<file path="src/hvp_pkg.sv">
package hvp_pkg;

  localparam int TRIG_W = 16;
  localparam int POS_W = 20;
  localparam int OUT_W = 20;
  localparam int IDX_W = 14;
  localparam int DIM_W = 5;
  localparam int CFG_W = 16;

  typedef logic signed [TRIG_W-1:0] trig_t;
  typedef logic signed [POS_W-1:0] pos_t;

  typedef struct packed {
    trig_t cos_yaw;
    trig_t sin_yaw;
    trig_t cos_pitch;
    trig_t sin_pitch;
  } view_trig_t;

  typedef enum logic [2:0] {
    TRIG_IDLE,
    TRIG_SETUP,
    TRIG_SQUARE,
    TRIG_HORNER,
    TRIG_FINAL
  } trig_state_t;

  localparam logic [2:0] REG_DIMENSION_COUNT = 3'd0;
  localparam logic [2:0] REG_FOLD_PHASE      = 3'd1;
  localparam logic [2:0] REG_CAMERA_POS_X    = 3'd2;
  localparam logic [2:0] REG_CAMERA_POS_Y    = 3'd3;
  localparam logic [2:0] REG_CAMERA_POS_Z    = 3'd4;
  localparam logic [2:0] REG_YAW_PHASE       = 3'd5;
  localparam logic [2:0] REG_PITCH_PHASE     = 3'd6;

  localparam logic [31:0] K1 = 32'd1686629713;
  localparam logic [31:0] K3 = 32'd693598669;
  localparam logic [31:0] K5 = 32'd85569306;
  localparam logic [31:0] K7 = 32'd5026995;
  localparam logic [31:0] K9 = 32'd172272;

  localparam logic [15:0] QUARTER_TURN = 16'h4000;
  localparam logic [14:0] QUARTER_ONE = 15'd16384;

  localparam int VIEW_DIST_Q8 = 1280;
  localparam int FOCAL_Q4 = 12800;

  localparam logic signed [OUT_W-1:0] OUT_MAX = {1'b0, {(OUT_W-1){1'b1}}};
  localparam logic signed [OUT_W-1:0] OUT_MIN = {1'b1, {(OUT_W-1){1'b0}}};

  // half a radian step per dimension, in phase units
  function automatic logic [15:0] fold_offset(input int i);
    logic [63:0] t;
    t = 64'(i) * 64'd341782637 + 64'd32768;
    return t[31:16];
  endfunction

  function automatic logic [31:0] horner_coef(input logic [1:0] step);
    logic [31:0] k;
    unique case (step)
      2'd0: k = K7;
      2'd1: k = K5;
      2'd2: k = K3;
      default: k = K1;
    endcase
    return k;
  endfunction

endpackage

</file>
<file path="src/hvp_fold.sv">
module hvp_fold import hvp_pkg::*; #(
  parameter int MAX_DIMENSION = 14
) (
  input  logic               clk,
  input  logic               rst_n,
  input  logic               en,
  input  logic               in_valid,
  input  logic [IDX_W-1:0]   in_index,
  input  logic [DIM_W-1:0]   dims,
  input  trig_t              cos_tab [MAX_DIMENSION],
  input  trig_t              sin_tab [MAX_DIMENSION],
  input  logic signed [15:0] cam_x,
  input  logic signed [15:0] cam_y,
  input  logic signed [15:0] cam_z,
  output logic               out_valid,
  output pos_t               dx,
  output pos_t               dy,
  output pos_t               dz
);

  localparam int SUM_W = TRIG_W + $clog2(MAX_DIMENSION);
  localparam int NGRP = (MAX_DIMENSION + 3) / 4;

  typedef logic signed [SUM_W-1:0] sum_t;

  localparam sum_t HALF_Q6 = sum_t'(32);

  logic [MAX_DIMENSION-1:0] idx_ext;
  sum_t gx_nxt [NGRP], gy_nxt [NGRP], gz_nxt [NGRP];
  sum_t gx_r [NGRP], gy_r [NGRP], gz_r [NGRP];
  sum_t sx_nxt, sy_nxt, sz_nxt;
  sum_t sx_r, sy_r, sz_r;
  pos_t dx_nxt, dy_nxt, dz_nxt;
  pos_t dx_r, dy_r, dz_r;
  logic v1_r, v2_r, v3_r;

  assign idx_ext = MAX_DIMENSION'(in_index);

  // partial sums of four dimensions each
  always_comb begin
    for (int g = 0; g < NGRP; g++) begin
      gx_nxt[g] = '0;
      gy_nxt[g] = '0;
      gz_nxt[g] = '0;
      for (int j = 0; j < 4; j++) begin
        if (g * 4 + j < MAX_DIMENSION && g * 4 + j < int'(dims)) begin
          if (idx_ext[g*4+j]) begin
            gx_nxt[g] = gx_nxt[g] + SUM_W'(cos_tab[g*4+j]);
            gy_nxt[g] = gy_nxt[g] + SUM_W'(sin_tab[g*4+j]);
            if ((g * 4 + j) % 2 == 0) gz_nxt[g] = gz_nxt[g] + SUM_W'(cos_tab[g*4+j]);
            else gz_nxt[g] = gz_nxt[g] + SUM_W'(sin_tab[g*4+j]);
          end else begin
            gx_nxt[g] = gx_nxt[g] - SUM_W'(cos_tab[g*4+j]);
            gy_nxt[g] = gy_nxt[g] - SUM_W'(sin_tab[g*4+j]);
            if ((g * 4 + j) % 2 == 0) gz_nxt[g] = gz_nxt[g] - SUM_W'(cos_tab[g*4+j]);
            else gz_nxt[g] = gz_nxt[g] - SUM_W'(sin_tab[g*4+j]);
          end
        end
      end
    end
  end

  always_comb begin
    sx_nxt = '0;
    sy_nxt = '0;
    sz_nxt = '0;
    for (int g = 0; g < NGRP; g++) begin
      sx_nxt = sx_nxt + gx_r[g];
      sy_nxt = sy_nxt + gy_r[g];
      sz_nxt = sz_nxt + gz_r[g];
    end
  end

  // Q1.14 to Q8.8 with rounding, then camera offset
  always_comb begin
    dx_nxt = POS_W'((sx_r + HALF_Q6) >>> 6) - POS_W'(cam_x);
    dy_nxt = POS_W'((sy_r + HALF_Q6) >>> 6) - POS_W'(cam_y);
    dz_nxt = POS_W'((sz_r + HALF_Q6) >>> 6) - POS_W'(cam_z);
  end

  always_ff @(posedge clk) begin
    if (!rst_n) begin
      v1_r <= 1'b0;
      v2_r <= 1'b0;
      v3_r <= 1'b0;
    end else if (en) begin
      v1_r <= in_valid;
      v2_r <= v1_r;
      v3_r <= v2_r;
    end
  end

  always_ff @(posedge clk) begin
    if (en) begin
      gx_r <= gx_nxt;
      gy_r <= gy_nxt;
      gz_r <= gz_nxt;
      sx_r <= sx_nxt;
      sy_r <= sy_nxt;
      sz_r <= sz_nxt;
      dx_r <= dx_nxt;
      dy_r <= dy_nxt;
      dz_r <= dz_nxt;
    end
  end

  assign out_valid = v3_r;
  assign dx = dx_r;
  assign dy = dy_r;
  assign dz = dz_r;

endmodule

</file>
<file path="config.mk">
export PLATFORM = sky130hd
export DESIGN_NAME = hvp_fold
export DESIGN_NICKNAME = d
export VERILOG_FILES = /design/src/hvp_pkg.sv /design/src/hvp_fold.sv
export SDC_FILE = /design/constraint.sdc
export NUM_CORES = 2
export LEC_CHECK = 0
export BUFFER_PORTS_ARGS = -buffer_cell sky130_fd_sc_hd__buf_2
export CAP_MARGIN = 20
export CORE_UTILIZATION = 55
export CTS_CLUSTER_SIZE = 28
export DETAILED_ROUTE_END_ITERATION = 16
export GPL_TIMING_DRIVEN = 0
export PLACE_DENSITY = 0.86
export SLEW_MARGIN = 20
export SYNTH_ARGS = -nofsm -noshare
export SYNTH_HDL_FRONTEND = slang
export SYNTH_SLANG_ARGS = --single-unit
</file>
<file path="constraint.sdc">
create_clock -name clk -period 8.4 [get_ports clk]
set_input_delay 0 -clock clk [delete_from_list [all_inputs] [get_ports clk]]
set_output_delay 0 -clock clk [all_outputs]
set_load 0.005 [all_outputs]
</file>
==> impl_metrics.tcl <==
set metrics [dict create \
    outcome "completed" \
    max-cap-violations 0 \
    viasPerCell 6.349 \
    synth_seq_area_share 0.1755 \
    final_core_util 0.6199 \
    cpMostUsedCell "xnor2_1" \
    max_freq_mhz 123.3 \
    cpPeakStageDelay_ns 0.49 \
    ant_nets 0 \
    clock_sinks 339 \
    drc_errors 0 \
    path_class "primary input to flop" \
    fin_skew_ns 0.03387 \
    dp_hpwl_um 183600 \
    arrival_ns 8.46 \
    clockBufferDepth 3 \
    synth_flop_cell "edfxtp_1" \
    yosysWarningCount 0 \
    synth.area.top_cells "edfxtp_1 17%, ha_1 15%, xnor2_1 8.5%" \
    tritoncts "yes" \
    cts_buffers 37 \
    synth_top_area_share 0.1745 \
    wl_per_cell_um 23.31 \
    multi_input_area_mm2 0.04538 \
    min_period_ns 8.109 \
    switching_share 0.5085 \
    end_kind "flop" \
    cp-start-kind "primary input" \
    netSwitchingPower_uw 13680 \
    syn_area_mm2 0.05782 \
    synth_common_cells "862 x nor2_1, 688 x ha_1, 675 x a21oi_1" \
    regArea_mm2 0.01015 \
    r2r_slack_ns 3.65 \
    synth_seq_cells 339 \
    clk-insertion-delay-late_ns 0.59 \
    die_area_mm2 0.1064 \
    clk_pin_slew_ns 0.06 \
    synth_cell_types 103 \
    cellLeakagePower_uw 0.02848 \
    area_growth_pct 11.44 \
    antenna_found_initial 34 \
    routed_wl_um 218900 \
    ir_drop_mv 0.5310 \
    p_per_area_mw_per_mm2 417.5 \
    cp.required_ns 8.75 \
    grt-ovfl-total 0 \
    synth_top_cell_by_area "edfxtp_1" \
    yosysMostFrequentCell "nor2_1" \
    drtIter0Drc 6657 \
    hold_path.class "primary input to flop" \
    grt_pass1_wl_um 323100 \
    ys_async_sr_fraction 0 \
    seqPwrFrac 0.162 \
    grt_pass1_vias 55391 \
    initial_core_util 0.5563 \
    die_h_um 326.2 \
    worst_pin_slew_ns 1.176 \
    drt-pass1-iter-count 7 \
    syn_nets 8659 \
    cts_root_buf "clkbuf_16" \
    path_max_fanout 11 \
    maxSlewViolCount 0 \
    io_buffers 568 \
    stdcell_area_mm2 0.06443 \
    grt_max_degree 109 \
    rows 118 \
    io_pins 580 \
    final_cells 9394 \
    final.period_utilization 0.9654 \
    worst_slack_ns 0.2906 \
    place_area_mm2 0.06252 \
    pre_cts_ws_ns -1.656 \
    h-tree-depth 2 \
    core-area_mm2 0.1039 \
    fill_cells 9009 \
    gr-usage-all-layers 0.3936 \
    synth_edf_count 336 \
    p_int_uw 13220 \
    via_count 59639 \
    placedCellCount 9261 \
    p_clk_frac 0.068 \
    slowest_stage "a211oi_1" \
    final_nets 9311 \
    drive_gt1_frac 0.1074 \
    power.share.combinational 0.771 \
    die_x_um 326.2 \
    synthCells 7308 \
    setup_violations 0 \
    hold_viol_final 0 \
    syn_avg_cell_area_um2 7.912 \
    relSlewSlack 0.2145 \
    hold_ws_ns 0.01760 \
    gp_congestion 1.051 \
]
## path summary, 6_finish.rpt
kind	cells after the start	startpoint	end
max	36	dims[4]	gz_r[59]$_DFFE_PP_
min	5	sin_tab[25]	gy_r[9]$_DFFE_PP_
max reg2reg	15	gz_r[42]$_DFFE_PP_	sz_r[19]$_DFFE_PP_
min reg2reg	2	v2_r$_SDFFE_PN0P_	v2_r$_SDFFE_PN0P_
## power by group through the flow
stage	Combinational, uW	Clock, uW	Sequential (uW)
2_1_floorplan	14300	0	3920
3_3_place_gp	19000	0	4310
3_5_place_dp	19700	0	4320
4_1_cts	20000	1830	4290
5_1_grt	22300	1880	4370
6_report	20700	1830	4340
## cell type report
type | instances | area share
Buffer | 185 | 0.01165
Multi-Input combinational cell | 6358 | 0.7043
Inverter | 417 | 0.02429
Antenna cell | 25 | 0.0009709
Clock buffer | 45 | 0.01548
Timing Repair Buffer | 622 | 0.05350
Sequential cell | 339 | 0.1575
Clock inverter | 23 | 0.005515
Tap cell | 1380 | 0.02680
## cells by family (layout without fill, tap and decap cells)
group	after synthesis	count (layout)	share of synthesized area
xor+xnor	968	968	0.1481
other cells	0	25	0
flops	339	339	0.1755
buf+inv	611	1292	0.04034
mux	149	149	0.02839
compound gates	1986	1986	0.2132
simple gates	2408	2408	0.1931
fa+ha+maj	847	847	0.2013
## flip-flops by register name (all words and copies together), names as in the netlist
register / cells
dx: 17
dy: 17
dz: 17
gx_r: 80
gy_r: 80
gz_r: 80
out_valid: 1
sx_r: 15
sy_r: 15
sz_r: 15
v1_r: 1
v2_r: 1
## stage by stage
stage               power (uW)       TNS, ns
floorplan                18240             0
global route             28530  -0.000006217
finish                   26900             0
detailed placement       24070        -26.56
global placement         23270        -33.46
CTS                      26130             0
## cell usage in the layout, fill, tap and decap left out, drive strengths merged, types with 100 or more instances in the layout
master,Yosys,layout
a21oi,677,677
nand2,581,581
nor2,863,863
a21o,182,182
buf,41,620
nand3,144,144
ha,688,688
inv,417,420
mux2,117,117
a31oi,100,100
clkbuf,153,190
o21ai,452,452
nor3,277,277
xnor2,562,562
fa,144,144
xor2,401,401
edfxtp,336,336
## worst max-delay path, delay by kind of cell
family | cells | cell delay [ns]
AND/OR/NAND/NOR | 7 | 1.73
AO/OA/AOI/OAI | 16 | 3.41
adder cells (fa/ha/maj) | 4 | 1.48
XOR/XNOR | 6 | 0.96
buffers and inverters | 3 | 0.84
## per-layer routing
layer	wire length, um	vias up	global-route usage
met2	95940	3537	0.6294
met3	24450	697	0.07396
met4	15140	24	0.2304
met1	83250	27764	0.4950
met5	159	-	0
li1	-	27617	-
## timing repair
item / 4_1_cts / 5_1_grt
setup endpoints to repair: 20 / 15
gates cloned: 0 / 0
hold buffers: 42 / 0
endpoints found under the hold margin: 89 / 0
pin swaps: 1 / 1
resized for setup: 8 / 19
buffers inserted: 4 / 3
Power figures use the tool's default switching activity.
