<file path="src/hvp_pkg.sv">
package hvp_pkg;

  localparam int TRIG_W = 16;
  localparam int POS_W = 20;
  localparam int OUT_W = 20;
  localparam int IDX_W = 14;
  localparam int DIM_W = 5;
  localparam int CFG_W = 16;

  typedef logic signed [TRIG_W-1:0] trig_t;
  typedef logic signed [POS_W-1:0] pos_t;

  typedef struct packed {
    trig_t cos_yaw;
    trig_t sin_yaw;
    trig_t cos_pitch;
    trig_t sin_pitch;
  } view_trig_t;

  typedef enum logic [2:0] {
    TRIG_IDLE,
    TRIG_SETUP,
    TRIG_SQUARE,
    TRIG_HORNER,
    TRIG_FINAL
  } trig_state_t;

  localparam logic [2:0] REG_DIMENSION_COUNT = 3'd0;
  localparam logic [2:0] REG_FOLD_PHASE      = 3'd1;
  localparam logic [2:0] REG_CAMERA_POS_X    = 3'd2;
  localparam logic [2:0] REG_CAMERA_POS_Y    = 3'd3;
  localparam logic [2:0] REG_CAMERA_POS_Z    = 3'd4;
  localparam logic [2:0] REG_YAW_PHASE       = 3'd5;
  localparam logic [2:0] REG_PITCH_PHASE     = 3'd6;

  localparam logic [31:0] K1 = 32'd1686629713;
  localparam logic [31:0] K3 = 32'd693598669;
  localparam logic [31:0] K5 = 32'd85569306;
  localparam logic [31:0] K7 = 32'd5026995;
  localparam logic [31:0] K9 = 32'd172272;

  localparam logic [15:0] QUARTER_TURN = 16'h4000;
  localparam logic [14:0] QUARTER_ONE = 15'd16384;

  localparam int VIEW_DIST_Q8 = 1280;
  localparam int FOCAL_Q4 = 12800;

  localparam logic signed [OUT_W-1:0] OUT_MAX = {1'b0, {(OUT_W-1){1'b1}}};
  localparam logic signed [OUT_W-1:0] OUT_MIN = {1'b1, {(OUT_W-1){1'b0}}};

  // half a radian step per dimension, in phase units
  function automatic logic [15:0] fold_offset(input int i);
    logic [63:0] t;
    t = 64'(i) * 64'd341782637 + 64'd32768;
    return t[31:16];
  endfunction

  function automatic logic [31:0] horner_coef(input logic [1:0] step);
    logic [31:0] k;
    unique case (step)
      2'd0: k = K7;
      2'd1: k = K5;
      2'd2: k = K3;
      default: k = K1;
    endcase
    return k;
  endfunction

endpackage

</file>
<file path="src/hvp_div.sv">
module hvp_div import hvp_pkg::*; #(
  parameter int CENTER = 10240
) (
  input  logic                    clk,
  input  logic                    rst_n,
  input  logic                    en,
  input  logic                    in_valid,
  input  pos_t                    v,
  input  pos_t                    zf,
  output logic                    out_valid,
  output logic signed [OUT_W-1:0] result,
  output logic                    behind
);

  localparam int D_W = POS_W;
  localparam int N_W = POS_W + 15;
  localparam int RW = N_W + 2;
  localparam logic signed [POS_W:0] VIEW = (POS_W+1)'(VIEW_DIST_Q8);
  localparam logic [N_W-1:0] FOCAL = N_W'(FOCAL_Q4);
  localparam logic signed [RW-1:0] CENTER_Q = RW'(CENTER);
  localparam logic signed [RW-1:0] SAT_HI = RW'(OUT_MAX);
  localparam logic signed [RW-1:0] SAT_LO = RW'(OUT_MIN);

  logic signed [POS_W:0] denom;
  logic [POS_W:0] absv;
  logic pre_behind;

  logic [N_W-1:0] num_nxt [N_W+1], num_r [N_W+1];
  logic [N_W-1:0] quo_nxt [N_W+1], quo_r [N_W+1];
  logic [D_W-1:0] rem_nxt [N_W+1], rem_r [N_W+1];
  logic [D_W-1:0] d_nxt [N_W+1], d_r [N_W+1];
  logic neg_nxt [N_W+1], neg_r [N_W+1];
  logic zero_nxt [N_W+1], zero_r [N_W+1];
  logic bh_nxt [N_W+1], bh_r [N_W+1];
  logic valid_r [N_W+1];
  logic [D_W:0] shifted [N_W];

  logic signed [RW-1:0] offs, sum, sat;
  logic signed [OUT_W-1:0] result_r;
  logic behind_r, out_valid_r;

  always_comb begin
    denom = (POS_W+1)'(zf) + VIEW;
    pre_behind = (denom <= 0);
    absv = (v < 0) ? -((POS_W+1)'(v)) : (POS_W+1)'(v);
    num_nxt[0] = N_W'(absv) * FOCAL + N_W'(denom[POS_W-1:1]);
    d_nxt[0] = pre_behind ? D_W'(1) : denom[D_W-1:0];
    rem_nxt[0] = '0;
    quo_nxt[0] = '0;
    neg_nxt[0] = (v < 0);
    zero_nxt[0] = (v == 0);
    bh_nxt[0] = pre_behind;
    // one quotient bit per stage
    for (int k = 0; k < N_W; k++) begin
      shifted[k] = {rem_r[k], num_r[k][N_W-1]};
      num_nxt[k+1] = {num_r[k][N_W-2:0], 1'b0};
      d_nxt[k+1] = d_r[k];
      neg_nxt[k+1] = neg_r[k];
      zero_nxt[k+1] = zero_r[k];
      bh_nxt[k+1] = bh_r[k];
      if (shifted[k] >= {1'b0, d_r[k]}) begin
        rem_nxt[k+1] = D_W'(shifted[k] - {1'b0, d_r[k]});
        quo_nxt[k+1] = {quo_r[k][N_W-2:0], 1'b1};
      end else begin
        rem_nxt[k+1] = shifted[k][D_W-1:0];
        quo_nxt[k+1] = {quo_r[k][N_W-2:0], 1'b0};
      end
    end
  end

  always_comb begin
    offs = $signed({2'b00, quo_r[N_W]});
    sum = neg_r[N_W] ? (CENTER_Q - offs) : (CENTER_Q + offs);
    if (bh_r[N_W]) begin
      if (neg_r[N_W]) sum = SAT_LO;
      else if (zero_r[N_W]) sum = CENTER_Q;
      else sum = SAT_HI;
    end
    if (sum > SAT_HI) sat = SAT_HI;
    else if (sum < SAT_LO) sat = SAT_LO;
    else sat = sum;
  end

  always_ff @(posedge clk) begin
    if (!rst_n) begin
      for (int k = 0; k <= N_W; k++) valid_r[k] <= 1'b0;
      out_valid_r <= 1'b0;
    end else if (en) begin
      valid_r[0] <= in_valid;
      for (int k = 0; k < N_W; k++) valid_r[k+1] <= valid_r[k];
      out_valid_r <= valid_r[N_W];
    end
  end

  always_ff @(posedge clk) begin
    if (en) begin
      for (int k = 0; k <= N_W; k++) begin
        num_r[k] <= num_nxt[k];
        quo_r[k] <= quo_nxt[k];
        rem_r[k] <= rem_nxt[k];
        d_r[k] <= d_nxt[k];
        neg_r[k] <= neg_nxt[k];
        zero_r[k] <= zero_nxt[k];
        bh_r[k] <= bh_nxt[k];
      end
      result_r <= OUT_W'(sat);
      behind_r <= bh_r[N_W];
    end
  end

  assign out_valid = out_valid_r;
  assign result = result_r;
  assign behind = behind_r;

endmodule

</file>
<file path="config.mk">
export PLATFORM = sky130hd
export DESIGN_NAME = hvp_div
export DESIGN_NICKNAME = d
export VERILOG_FILES = /design/src/hvp_pkg.sv /design/src/hvp_div.sv
export SDC_FILE = /design/constraint.sdc
export NUM_CORES = 2
export LEC_CHECK = 0
export BUFFER_PORTS_ARGS = -buffer_cell sky130_fd_sc_hd__buf_2
export CORE_UTILIZATION = 57
export DETAILED_ROUTE_END_ITERATION = 8
export GPL_TIMING_DRIVEN = 1
export PLACE_DENSITY_LB_ADDON = 0.15
export SYNTH_ARGS = -nofsm -noshare
export SYNTH_HDL_FRONTEND = slang
export SYNTH_MEMORY_MAX_BITS = 65536
export SYNTH_SLANG_ARGS = --single-unit
export TNS_END_PERCENT = 10
</file>
<file path="constraint.sdc">
create_clock -name clk -period 7.6 [get_ports clk]
set_clock_uncertainty 0.1 [all_clocks]
set_input_delay 0.38 -clock clk [delete_from_list [all_inputs] [get_ports clk]]
set_output_delay 0.38 -clock clk [all_outputs]
set_load 0.01 [all_outputs]
</file>
==> reports/metrics.cfg <==
[worst_setup_path]
crit_path_end_kind = register
critical_path_class = in2reg
worstPathArrival_ns = 6.27
worstPathMaxFanout = 6
required_ns = 8.18
cp-start-kind = input pin

[floorplanning]
die_h_um = 481
die-area_um2 = 231000
ioPinCount = 66
die_w_um = 481
placementRows = 175
start_util_pct = 57.4
core_area_um2 = 227000

[placed_design]
place.gp.congestion = 0.914
hpwl_mm = 185
port_buffers = 65

[routing]
via_count = 75700
drt_first_pass_iters = 6
wirelength_mm = 260
wl_per_cell_um = 19.5
viasPerCell = 5.68
drt-initial-drc-count = 5976
ant_nets = 0
drcViolationCount = 0

[logic_synthesis]
synth_flop_cell = edfxtp_1
synth_area_um2 = 131000
synth_warnings = 0
ys_seq_area_share_pct = 64.3
synth-edff-count = 2772
ys_ff_latch = 2806
async_flop_share_pct = 0
synthCells = 9749
syn_area_per_cell_um2 = 13.4
synth_cell_types = 86

[clock_network]
post_cts_buffers = 0
hold_buffers = 39
clock_sinks = 2806
cts.repair.resized = 0
clk_pin_slew_ns = 0.06
tritoncts = built
htree_levels = 5
cts_max_path_buffers = 4
cts_made_buffers = 308
insertion_delay_ns = 0.93
cts_root_buffer = clkbuf_16

[timing]
clock.fmax_mhz = 175
slew_viol_final = 0
rsz0062_at_grt = no
min_period_ns = 5.70
final_hold_viol_count = 0
fin_crit_sh_pct = 75.0
tightest_slew_ns = 1.17
final.setup.tns_ns = 0
final-setup-viol-count = 0
max_slew_margin_pct = 20.0

[global_route]
track_usage_pct = 22.5
grt_pass1_wl_mm = 409
grt_start_max_net_pins = 203
grt_pass1_vias = 74200
grt_antenna_before_repair = 3
grt_overflow = 0

[final_layout]
final_cell_mix = edfxtp_1 (2,772), inv_1 (1,017), ha_1 (767)
layout_commonest_cell = edfxtp_1
finish.utilization_pct = 63.9
area_growth_pct = 11.3
drive_gt1_share_pct = 9.62
layout.nets = 10900

[power_and_ir_drop]
power.leakage_nw = 56.8
p_per_area_nw_per_um2 = 396
vdd_drop_max_uv = 238

[job]
maxCapViolCount = 0

[run_status]
outcome = finished, final reports clean

[worst_hold_path]
min_path_type = in2reg

## critical path, stage by stage
cell and delay (ns):
dlygate4sd3_1 0.54, buf_2 0.16, inv_1 0.06, ha_1 0.14, nand2_1 0.11, or3_1 0.35
o31ai_1 0.40, xnor2_1 0.22, ha_1 0.29, ha_1 0.28, inv_1 0.05, fa_1 0.50
inv_1 0.04, ha_1 0.38, and4_1 0.24, o211a_1 0.14, a22oi_1 0.40, a21oi_1 0.18
xnor2_1 0.33, nand2_1 0.12, nor4b_1 0.33, and2_1 0.25, nand4_1 0.14, xnor3_1 0.20
## cell type report
type / count / area, um^2
antenna: 11 / 27.5
clock buffer: 365 / 8140
clock inverter: 166 / 1890
fill: 16800 / 82200
inverter: 1020 / 3830
multi-input combinational: 5788 / 42400
sequential: 2806 / 83900
tap: 3009 / 3760
timing repair buffer: 161 / 1330
## per-stage QoR
step	hold slack, ns	power, W	std cells	worst slack [ns]	instance area, um^2
6_report	0.0838	0.0575	13300	1.90	145000
5_1_grt	0.0623	0.0609	13300	1.43	145000
4_1_cts	0.00412	0.0578	13300	1.94	145000
3_5_place_dp	0.305	0.0427	12700	1.48	135000
3_3_place_gp	0.300	0.0422	12700	1.51	135000
2_1_floorplan	0.300	0.0374	9750	2.23	131000
## sequential cells by signal, indices dropped and copies added, names as in the netlist
signal,cells
rem_r,680
bh_r,36
behind,1
quo_r,630
d_r,700
zero_r,36
result,20
valid_r,36
num_r,630
neg_r,36
out_valid,1
## cell families after synthesis
family,count (synthesis),share of synthesized area (%)
flops,2806,64.3
fa+ha+maj,816,8.10
compound gates,1856,9.08
buf+inv,1156,3.33
simple gates,2189,8.34
mux,393,3.32
xor+xnor,531,3.57
other cells,2,0.00575
## cells in the mapped netlist (15+ instances only)
master | n | area [um^2]
o31a_1 | 17 | 149
nor4_1 | 39 | 244
and4_1 | 35 | 307
or2_2 | 66 | 413
and3_1 | 84 | 526
fa_1 | 49 | 981
o21bai_1 | 22 | 165
or3_1 | 40 | 250
xor2_1 | 180 | 1580
clkbuf_1 | 122 | 458
o2111ai_1 | 28 | 245
o31ai_1 | 61 | 458
nand2b_1 | 130 | 813
xnor2_1 | 350 | 3070
a21oi_1 | 596 | 2980
mux2i_1 | 72 | 721
inv_1 | 1017 | 3820
a311oi_1 | 15 | 131
nor3_1 | 188 | 941
a21boi_0 | 100 | 751
nand2_1 | 414 | 1550
a31o_2 | 19 | 166
o21ai_0 | 385 | 1930
a211o_1 | 18 | 158
o311a_1 | 19 | 190
nor4b_1 | 22 | 193
a21o_1 | 194 | 1460
nand3_1 | 137 | 686
a31oi_1 | 64 | 400
nor2_1 | 646 | 2420
dfxtp_1 | 34 | 681
o21a_1 | 84 | 631
nand4_1 | 101 | 632
nor3b_1 | 19 | 143
a211oi_1 | 27 | 203
nor2b_1 | 184 | 1150
ha_1 | 767 | 9600
mux2_2 | 321 | 3610
o211ai_1 | 35 | 263
o41ai_1 | 30 | 263
and2_1 | 46 | 288
edfxtp_1 | 2772 | 83200
a2111oi_0 | 41 | 359
o311ai_0 | 19 | 166
## final timing paths
check	startpoint	to	slack [ns]	depth (start not counted)
worst min register to register	num_r[1][18]$_DFFE_PP_	num_r[2][19]$_DFFE_PP_	0.27	0
worst max register to register	quo_r[8][105]$_DFFE_PP_	result[4]$_SDFFCE_PN1P_	2.97	11
worst min-delay path	zf[12]	d_r[0][19]$_SDFFCE_PP0P_	0.08	6
worst max-delay path	v[0]	num_r[0][34]$_DFFE_PP_	1.90	24
## power by group
group	internal (W)	switching [W]	leakage [nW]
clock network	0.00896	0.00585	4.86
logic	0.00888	0.0111	24.6
registers	0.0211	0.00157	27.3
## metal layers
layer / track usage [%] / vias to the layer above / share of wire [%]
met4: 6.90 / 0 / 2.8
met1: 31.2 / 36800 / 45
met5: 0 / - / 0
met2: 36.5 / 1683 / 47
li1: - / 36800 / -
met3: 3.50 / 395 / 4.9
(Power assumes the default switching activity.)
