[src/hvp_pkg.sv]
package hvp_pkg;

  localparam int TRIG_W = 16;
  localparam int POS_W = 20;
  localparam int OUT_W = 20;
  localparam int IDX_W = 14;
  localparam int DIM_W = 5;
  localparam int CFG_W = 16;

  typedef logic signed [TRIG_W-1:0] trig_t;
  typedef logic signed [POS_W-1:0] pos_t;

  typedef struct packed {
    trig_t cos_yaw;
    trig_t sin_yaw;
    trig_t cos_pitch;
    trig_t sin_pitch;
  } view_trig_t;

  typedef enum logic [2:0] {
    TRIG_IDLE,
    TRIG_SETUP,
    TRIG_SQUARE,
    TRIG_HORNER,
    TRIG_FINAL
  } trig_state_t;

  localparam logic [2:0] REG_DIMENSION_COUNT = 3'd0;
  localparam logic [2:0] REG_FOLD_PHASE      = 3'd1;
  localparam logic [2:0] REG_CAMERA_POS_X    = 3'd2;
  localparam logic [2:0] REG_CAMERA_POS_Y    = 3'd3;
  localparam logic [2:0] REG_CAMERA_POS_Z    = 3'd4;
  localparam logic [2:0] REG_YAW_PHASE       = 3'd5;
  localparam logic [2:0] REG_PITCH_PHASE     = 3'd6;

  localparam logic [31:0] K1 = 32'd1686629713;
  localparam logic [31:0] K3 = 32'd693598669;
  localparam logic [31:0] K5 = 32'd85569306;
  localparam logic [31:0] K7 = 32'd5026995;
  localparam logic [31:0] K9 = 32'd172272;

  localparam logic [15:0] QUARTER_TURN = 16'h4000;
  localparam logic [14:0] QUARTER_ONE = 15'd16384;

  localparam int VIEW_DIST_Q8 = 1280;
  localparam int FOCAL_Q4 = 12800;

  localparam logic signed [OUT_W-1:0] OUT_MAX = {1'b0, {(OUT_W-1){1'b1}}};
  localparam logic signed [OUT_W-1:0] OUT_MIN = {1'b1, {(OUT_W-1){1'b0}}};

  // half a radian step per dimension, in phase units
  function automatic logic [15:0] fold_offset(input int i);
    logic [63:0] t;
    t = 64'(i) * 64'd341782637 + 64'd32768;
    return t[31:16];
  endfunction

  function automatic logic [31:0] horner_coef(input logic [1:0] step);
    logic [31:0] k;
    unique case (step)
      2'd0: k = K7;
      2'd1: k = K5;
      2'd2: k = K3;
      default: k = K1;
    endcase
    return k;
  endfunction

endpackage

[src/hvp_trig.sv]
module hvp_trig import hvp_pkg::*; #(
  parameter int MAX_DIMENSION = 14
) (
  input  logic        clk,
  input  logic        rst_n,
  input  logic        start,
  input  logic [15:0] fold_phase,
  input  logic [15:0] yaw_phase,
  input  logic [15:0] pitch_phase16,
  output logic        busy,
  output trig_t       cos_tab [MAX_DIMENSION],
  output trig_t       sin_tab [MAX_DIMENSION],
  output view_trig_t  view_trig
);

  localparam int NANG = 2 * MAX_DIMENSION + 4;
  localparam int K_W = $clog2(NANG);
  localparam logic [K_W-1:0] K_LAST = K_W'(NANG - 1);

  trig_state_t state_r, state_nxt;
  logic [K_W-1:0] k_r, k_nxt;
  logic [1:0] step_r, step_nxt;
  logic [30:0] x_r;
  logic [30:0] x2_r;
  logic [31:0] p_r;
  logic neg_r;
  trig_t cos_tab_r [MAX_DIMENSION];
  trig_t sin_tab_r [MAX_DIMENSION];
  view_trig_t view_r;

  logic [15:0] base_phase;
  logic [15:0] phase;
  logic [14:0] qq;
  logic [31:0] mul_a, mul_b;
  logic [63:0] prod;
  logic [33:0] rsum;
  logic [14:0] mag;
  trig_t value;

  always_comb begin
    base_phase = pitch_phase16;
    if (k_r < K_W'(2 * MAX_DIMENSION)) begin
      base_phase = fold_phase;
      for (int i = 0; i < MAX_DIMENSION; i++) begin
        if (k_r[K_W-1:1] == (K_W-1)'(i)) begin
          base_phase = fold_phase + fold_offset(i);
        end
      end
    end else if (k_r < K_W'(2 * MAX_DIMENSION + 2)) begin
      base_phase = yaw_phase;
    end
    phase = base_phase + (k_r[0] ? QUARTER_TURN : 16'd0);
    qq = phase[14] ? (QUARTER_ONE - {1'b0, phase[13:0]}) : {1'b0, phase[13:0]};
  end

  always_comb begin
    unique case (state_r)
      TRIG_SQUARE: begin
        mul_a = {1'b0, x_r};
        mul_b = {1'b0, x_r};
      end
      TRIG_HORNER: begin
        mul_a = p_r;
        mul_b = {1'b0, x2_r};
      end
      TRIG_FINAL: begin
        mul_a = p_r;
        mul_b = {1'b0, x_r};
      end
      default: begin
        mul_a = '0;
        mul_b = '0;
      end
    endcase
    prod = 64'(mul_a) * 64'(mul_b);
    rsum = prod[63:30] + 34'd32768;
    mag = (rsum[33:16] > 18'(QUARTER_ONE)) ? QUARTER_ONE : rsum[30:16];
    value = neg_r ? -trig_t'({1'b0, mag}) : trig_t'({1'b0, mag});
  end

  // next state
  always_comb begin
    state_nxt = state_r;
    if (start) begin
      state_nxt = TRIG_SETUP;
    end else begin
      unique case (state_r)
        TRIG_IDLE:   state_nxt = TRIG_IDLE;
        TRIG_SETUP:  state_nxt = TRIG_SQUARE;
        TRIG_SQUARE: state_nxt = TRIG_HORNER;
        TRIG_HORNER: state_nxt = (step_r == 2'd3) ? TRIG_FINAL : TRIG_HORNER;
        TRIG_FINAL:  state_nxt = (k_r == K_LAST) ? TRIG_IDLE : TRIG_SETUP;
        default:     state_nxt = TRIG_IDLE;
      endcase
    end
  end

  // outputs and counters
  always_comb begin
    busy = (state_r != TRIG_IDLE);
    k_nxt = k_r;
    step_nxt = step_r;
    if (start) begin
      k_nxt = '0;
    end else if (state_r == TRIG_FINAL && k_r != K_LAST) begin
      k_nxt = k_r + 1'b1;
    end
    if (state_r == TRIG_SQUARE) begin
      step_nxt = '0;
    end else if (state_r == TRIG_HORNER) begin
      step_nxt = step_r + 1'b1;
    end
  end

  always_ff @(posedge clk) begin
    if (!rst_n) begin
      state_r <= TRIG_SETUP;
      k_r <= '0;
      step_r <= '0;
    end else begin
      state_r <= state_nxt;
      k_r <= k_nxt;
      step_r <= step_nxt;
    end
  end

  always_ff @(posedge clk) begin
    unique case (state_r)
      TRIG_SETUP: begin
        x_r <= {qq, 16'd0};
        neg_r <= phase[15];
      end
      TRIG_SQUARE: begin
        x2_r <= prod[60:30];
        p_r <= K9;
      end
      TRIG_HORNER: begin
        p_r <= horner_coef(step_r) - prod[61:30];
      end
      TRIG_FINAL: begin
        for (int i = 0; i < MAX_DIMENSION; i++) begin
          if (k_r == K_W'(2 * i)) sin_tab_r[i] <= value;
          if (k_r == K_W'(2 * i + 1)) cos_tab_r[i] <= value;
        end
        if (k_r == K_W'(2 * MAX_DIMENSION)) view_r.sin_yaw <= value;
        if (k_r == K_W'(2 * MAX_DIMENSION + 1)) view_r.cos_yaw <= value;
        if (k_r == K_W'(2 * MAX_DIMENSION + 2)) view_r.sin_pitch <= value;
        if (k_r == K_W'(2 * MAX_DIMENSION + 3)) view_r.cos_pitch <= value;
      end
      default: begin
      end
    endcase
  end

  assign cos_tab = cos_tab_r;
  assign sin_tab = sin_tab_r;
  assign view_trig = view_r;

endmodule

[config.mk]
export PLATFORM = sky130hd
export DESIGN_NAME = hvp_trig
export DESIGN_NICKNAME = d
export VERILOG_FILES = /design/src/hvp_pkg.sv /design/src/hvp_trig.sv
export SDC_FILE = /design/constraint.sdc
export NUM_CORES = 2
export LEC_CHECK = 0
export ABC_AREA = 1
export BUFFER_PORTS_ARGS = -buffer_cell sky130_fd_sc_hd__buf_2
export CAP_MARGIN = 10
export CORE_MARGIN = 2
export CORE_UTILIZATION = 55
export CTS_CLUSTER_DIAMETER = 200
export CTS_CLUSTER_SIZE = 28
export DETAILED_ROUTE_END_ITERATION = 10
export PLACE_DENSITY = 0.75
export SETUP_SLACK_MARGIN = 0.5
export SKIP_CTS_REPAIR_TIMING = 1
export SYNTH_ARGS = -nofsm -noshare
export SYNTH_HDL_FRONTEND = slang
export SYNTH_SLANG_ARGS = --single-unit
[constraint.sdc]
create_clock -name clk -period 16.6 [get_ports clk]
set_clock_uncertainty 0.05 [all_clocks]
set_input_delay 0.83 -clock clk [delete_from_list [all_inputs] [get_ports clk]]
set_output_delay 0.83 -clock clk [all_outputs]
set_load 0.05 [all_outputs]
==> summary.md <==
| Metric | Value |
|---|---|
| Status | `finished clean` |
| Yosys warning total | `0` |
| Global-route wire length before repair | `~300 mm` |
| Core box area | `105100 um2` |
| Critical path's most frequent cell | `nand2_1` |
| Synth cell types | `68` |
| Hold Crit Class | `flop to flop` |
| Rel. slew slack | `12.89%` |
| Power per Cell Area | `58.43 nW/um2` |
| Final hold violations | `0` |
| Worst-Skew Late Latency | `0.65 ns` |
| Gate Count Post-Synth | `6227` |
| Number of enable flip-flop cells after synthesis | `~600` |
| Die ar. | `roughly 110000 um2` |
| Worst reg2reg setup slack | `between 2 and 2.5 ns` |
| TritonRoute pass-1 iters | `8` |
| Slowest CP cell | `xor2_4` |
| Htree depth | `1` |
| Num CTS Buffers | `25` |
| Starting Density | `55.31%` |
| Clock sinks | `around 600` |
| Num rows | `119` |
| Max clock buf depth | `3` |
| Total power | `3.725 mW` |
| RSZ-0062 raised after global routing | `false` |
| Worst-path fanout max | `47` |
| Post-DRT Antenna Nets | `0` |
| Post-synthesis average cell area | `a little over 9 um2` |
| Critical Path Sink | `sin_tab[52]` |
| Placer Congestion | `1.079` |
| R2R depth | `48` |
| GRT Util Overall | `37.03%` |
| Critical Path Source | `state_r[1]` |
| Req. time, crit path | `16.77 ns` |
| Critical setup path kind | `flop to flop` |
| Area Growth Syn to Fin | `9.638%` |
| Data arrival, critical path | `~15 ns` |
| Net count, final | `7972` |
| Fmax | `69.34 MHz` |
| Post-DP Area | `62940 um2` |
| Top_reg_cell synth | `edfxtp_1` |
| IO Port Bufs | `563` |
| Slew Limit Fails | `0` |
| Top post-synthesis cells by area | `edfxtp_1, fa_1, inv_1` |
| Fill cell count | `~9000` |
| Final min period | `between 10 and 15 ns` |
| Worst setup margin | `2.178 ns` |
| Synth area leader | `edfxtp_1` |
| Fin Setup TNS | `0 ns` |
| Die outline width | `roughly 330 um` |
| Worst vdd ir | `about 0.12 mV` |
| Count leader, synth | `inv_1` |
| Maxcap violations | `0` |
| Share of cells above drive strength 1 | `12.20%` |
| Via count | `46630` |
| Fin area | `63750 um2` |
| Synth top cells by count | `inv_1, nand2_1, fa_1` |
| Multi-input gate area | `34520 um2` |
| Leak | `29.59 nW` |
| Vias/cell | `5.726` |
| Reg clk slew, reported paths | `~0.10 ns` |
| Fraction of registers with async set/reset | `0%` |
| CTS Root Cell | `clkbuf_16` |
| DP HPWL | `161.4 mm` |
| Worst slack, placed | `2.205 ns` |
| Finish-stage setup viols | `0` |
| Setup crit end kind | `flop` |
| Critical Path Start Type | `flop` |
| Post-Syn Nets | `7459` |
| Final critical-path share of the clock period | `86.88%` |
| Vias in the first global route | `47640` |
| Pin count of the biggest net entering global routing | `48` |
| Seq/Total Area, Yosys | `a little under a third` |
| Top cell type's share of synthesized area | `30.52%` |
| Final routed DRC violation total | `0` |
| IO Count | `between 500 and 600` |
| Worst-margin pin slew | `1.302 ns` |
| Routed wire per std cell | `24.58 um` |
| Worst r2r src | `state_r[1]` |
| DRT Wirelength | `about 200 mm` |
| FF+latch count, synth | `601` |
| Reg2reg end | `sin_tab[52]` |
| DRT iter0 DRCs | `4938` |
| TritonCTS clock tree | `built` |
| GRT Residual Overflow | `0` |
| FF/Latch Area | `roughly 18000 um2` |
| Antenna violations before repair | `6` |
| Synthesized cell area | `58140 um2` |
| CP peak stage delay | `1.01 ns` |
| Die Ht | `329.1 um` |
[metrics by stage]
step	utilization, %	hold slack (ns)	std cells
6_report	60.64	0.5083	8144
5_1_grt	60.64	0.5246	8142
3_5_place_dp	59.88	0.5022	8099
2_1_floorplan	-	0.4434	6227
4_1_cts	60.52	0.4820	8134
3_3_place_gp	59.88	0.4928	8099
[how the worst min path moves through the flow]
| stage | to | depth (start not counted) | slack [ns] | from |
|---|---|---|---|---|
| finish | step_r[1] | 2 | 0.51 | step_r[1] |
| global route | state_r[0] | 3 | 0.52 | start |
| CTS | step_r[0] | 3 | 0.48 | rst_n |
| detailed placement | step_r[1] | 2 | 0.50 | step_r[1] |
| global placement | step_r[1] | 2 | 0.49 | step_r[1] |
| floorplan | step_r[0] | 2 | 0.44 | step_r[0] |
[layout make-up]
class                           instances  area share, %
Tap cell                             1391          2.730
Antenna cell                            5        0.01963
Sequential cell                       601          28.15
Clock buffer                           33          1.028
Multi-Input combinational cell       4076          54.16
Inverter                             1361          8.014
Clock inverter                          2        0.03925
Timing Repair Buffer                  675          5.859
[placed cells by master, fill, tap and decap left out, drive strengths merged, types with 17 or more instances in the layout]
cell	synthesis	final
fa	867	867
xnor2	17	17
clkinv	32	32
xor2	46	46
ha	314	314
nor2	751	751
inv	1329	1331
edfxtp	591	591
nor3	28	28
nand3	146	146
nand2	1252	1252
a31oi	18	18
nand4	26	26
o21ai	207	207
clkbuf	170	33
o211ai	32	32
buf	19	675
a21oi	212	212
[critical path: cells and delay by family, from the launching register on]
family                     cells  cell delay, ns
and+or+nand+nor               25            4.68
xor gates and xnor gates       1            1.01
DFF                            1            0.37
AOI/OAI and AO/OA              2            0.74
adders and majority gates     10            4.90
buffers and inverters         10            2.17
[logic make-up after synthesis]
kind of cell               count (synthesis)  share of synthesized area (%)
adders and majority gates               1181                          36.61
and+or+nand+nor                         2244                          15.56
xor gates and xnor gates                  63                          1.026
DFF                                      601                          30.87
AOI/OAI and AO/OA                        588                          5.894
buffers and inverters                   1550                          10.05
[flip-flops by register name, indices dropped and copies added, names as in the netlist]
register and flops:
x_r 15, sin_tab 224, k_r 5, step_r 2, x2_r 31, p_r 32
neg_r 1, state_r 3, view_trig 64, cos_tab 224
[per-layer routing]
layer / routed length (um) / global-route usage, % / vias up
met1: 75350 / 48.90 / 23110
met3: 20250 / 7.250 / 538
li1: - / - / 20130
met4: 10440 / 15.54 / 0
met2: 94190 / 60.23 / 2854
met5: 0 / 0 / -
[power by group]
| part | internal [mW] | switching (mW) | total (mW) | leakage, nW |
|---|---|---|---|---|
| sequential | 1.82 | 0.0198 | 1.84 | 5.48 |
| clock | 0.282 | 0.455 | 0.737 | 0.329 |
| combinational | 0.320 | 0.823 | 1.14 | 23.8 |
Note: power is estimated with default switching activity, not from simulation.
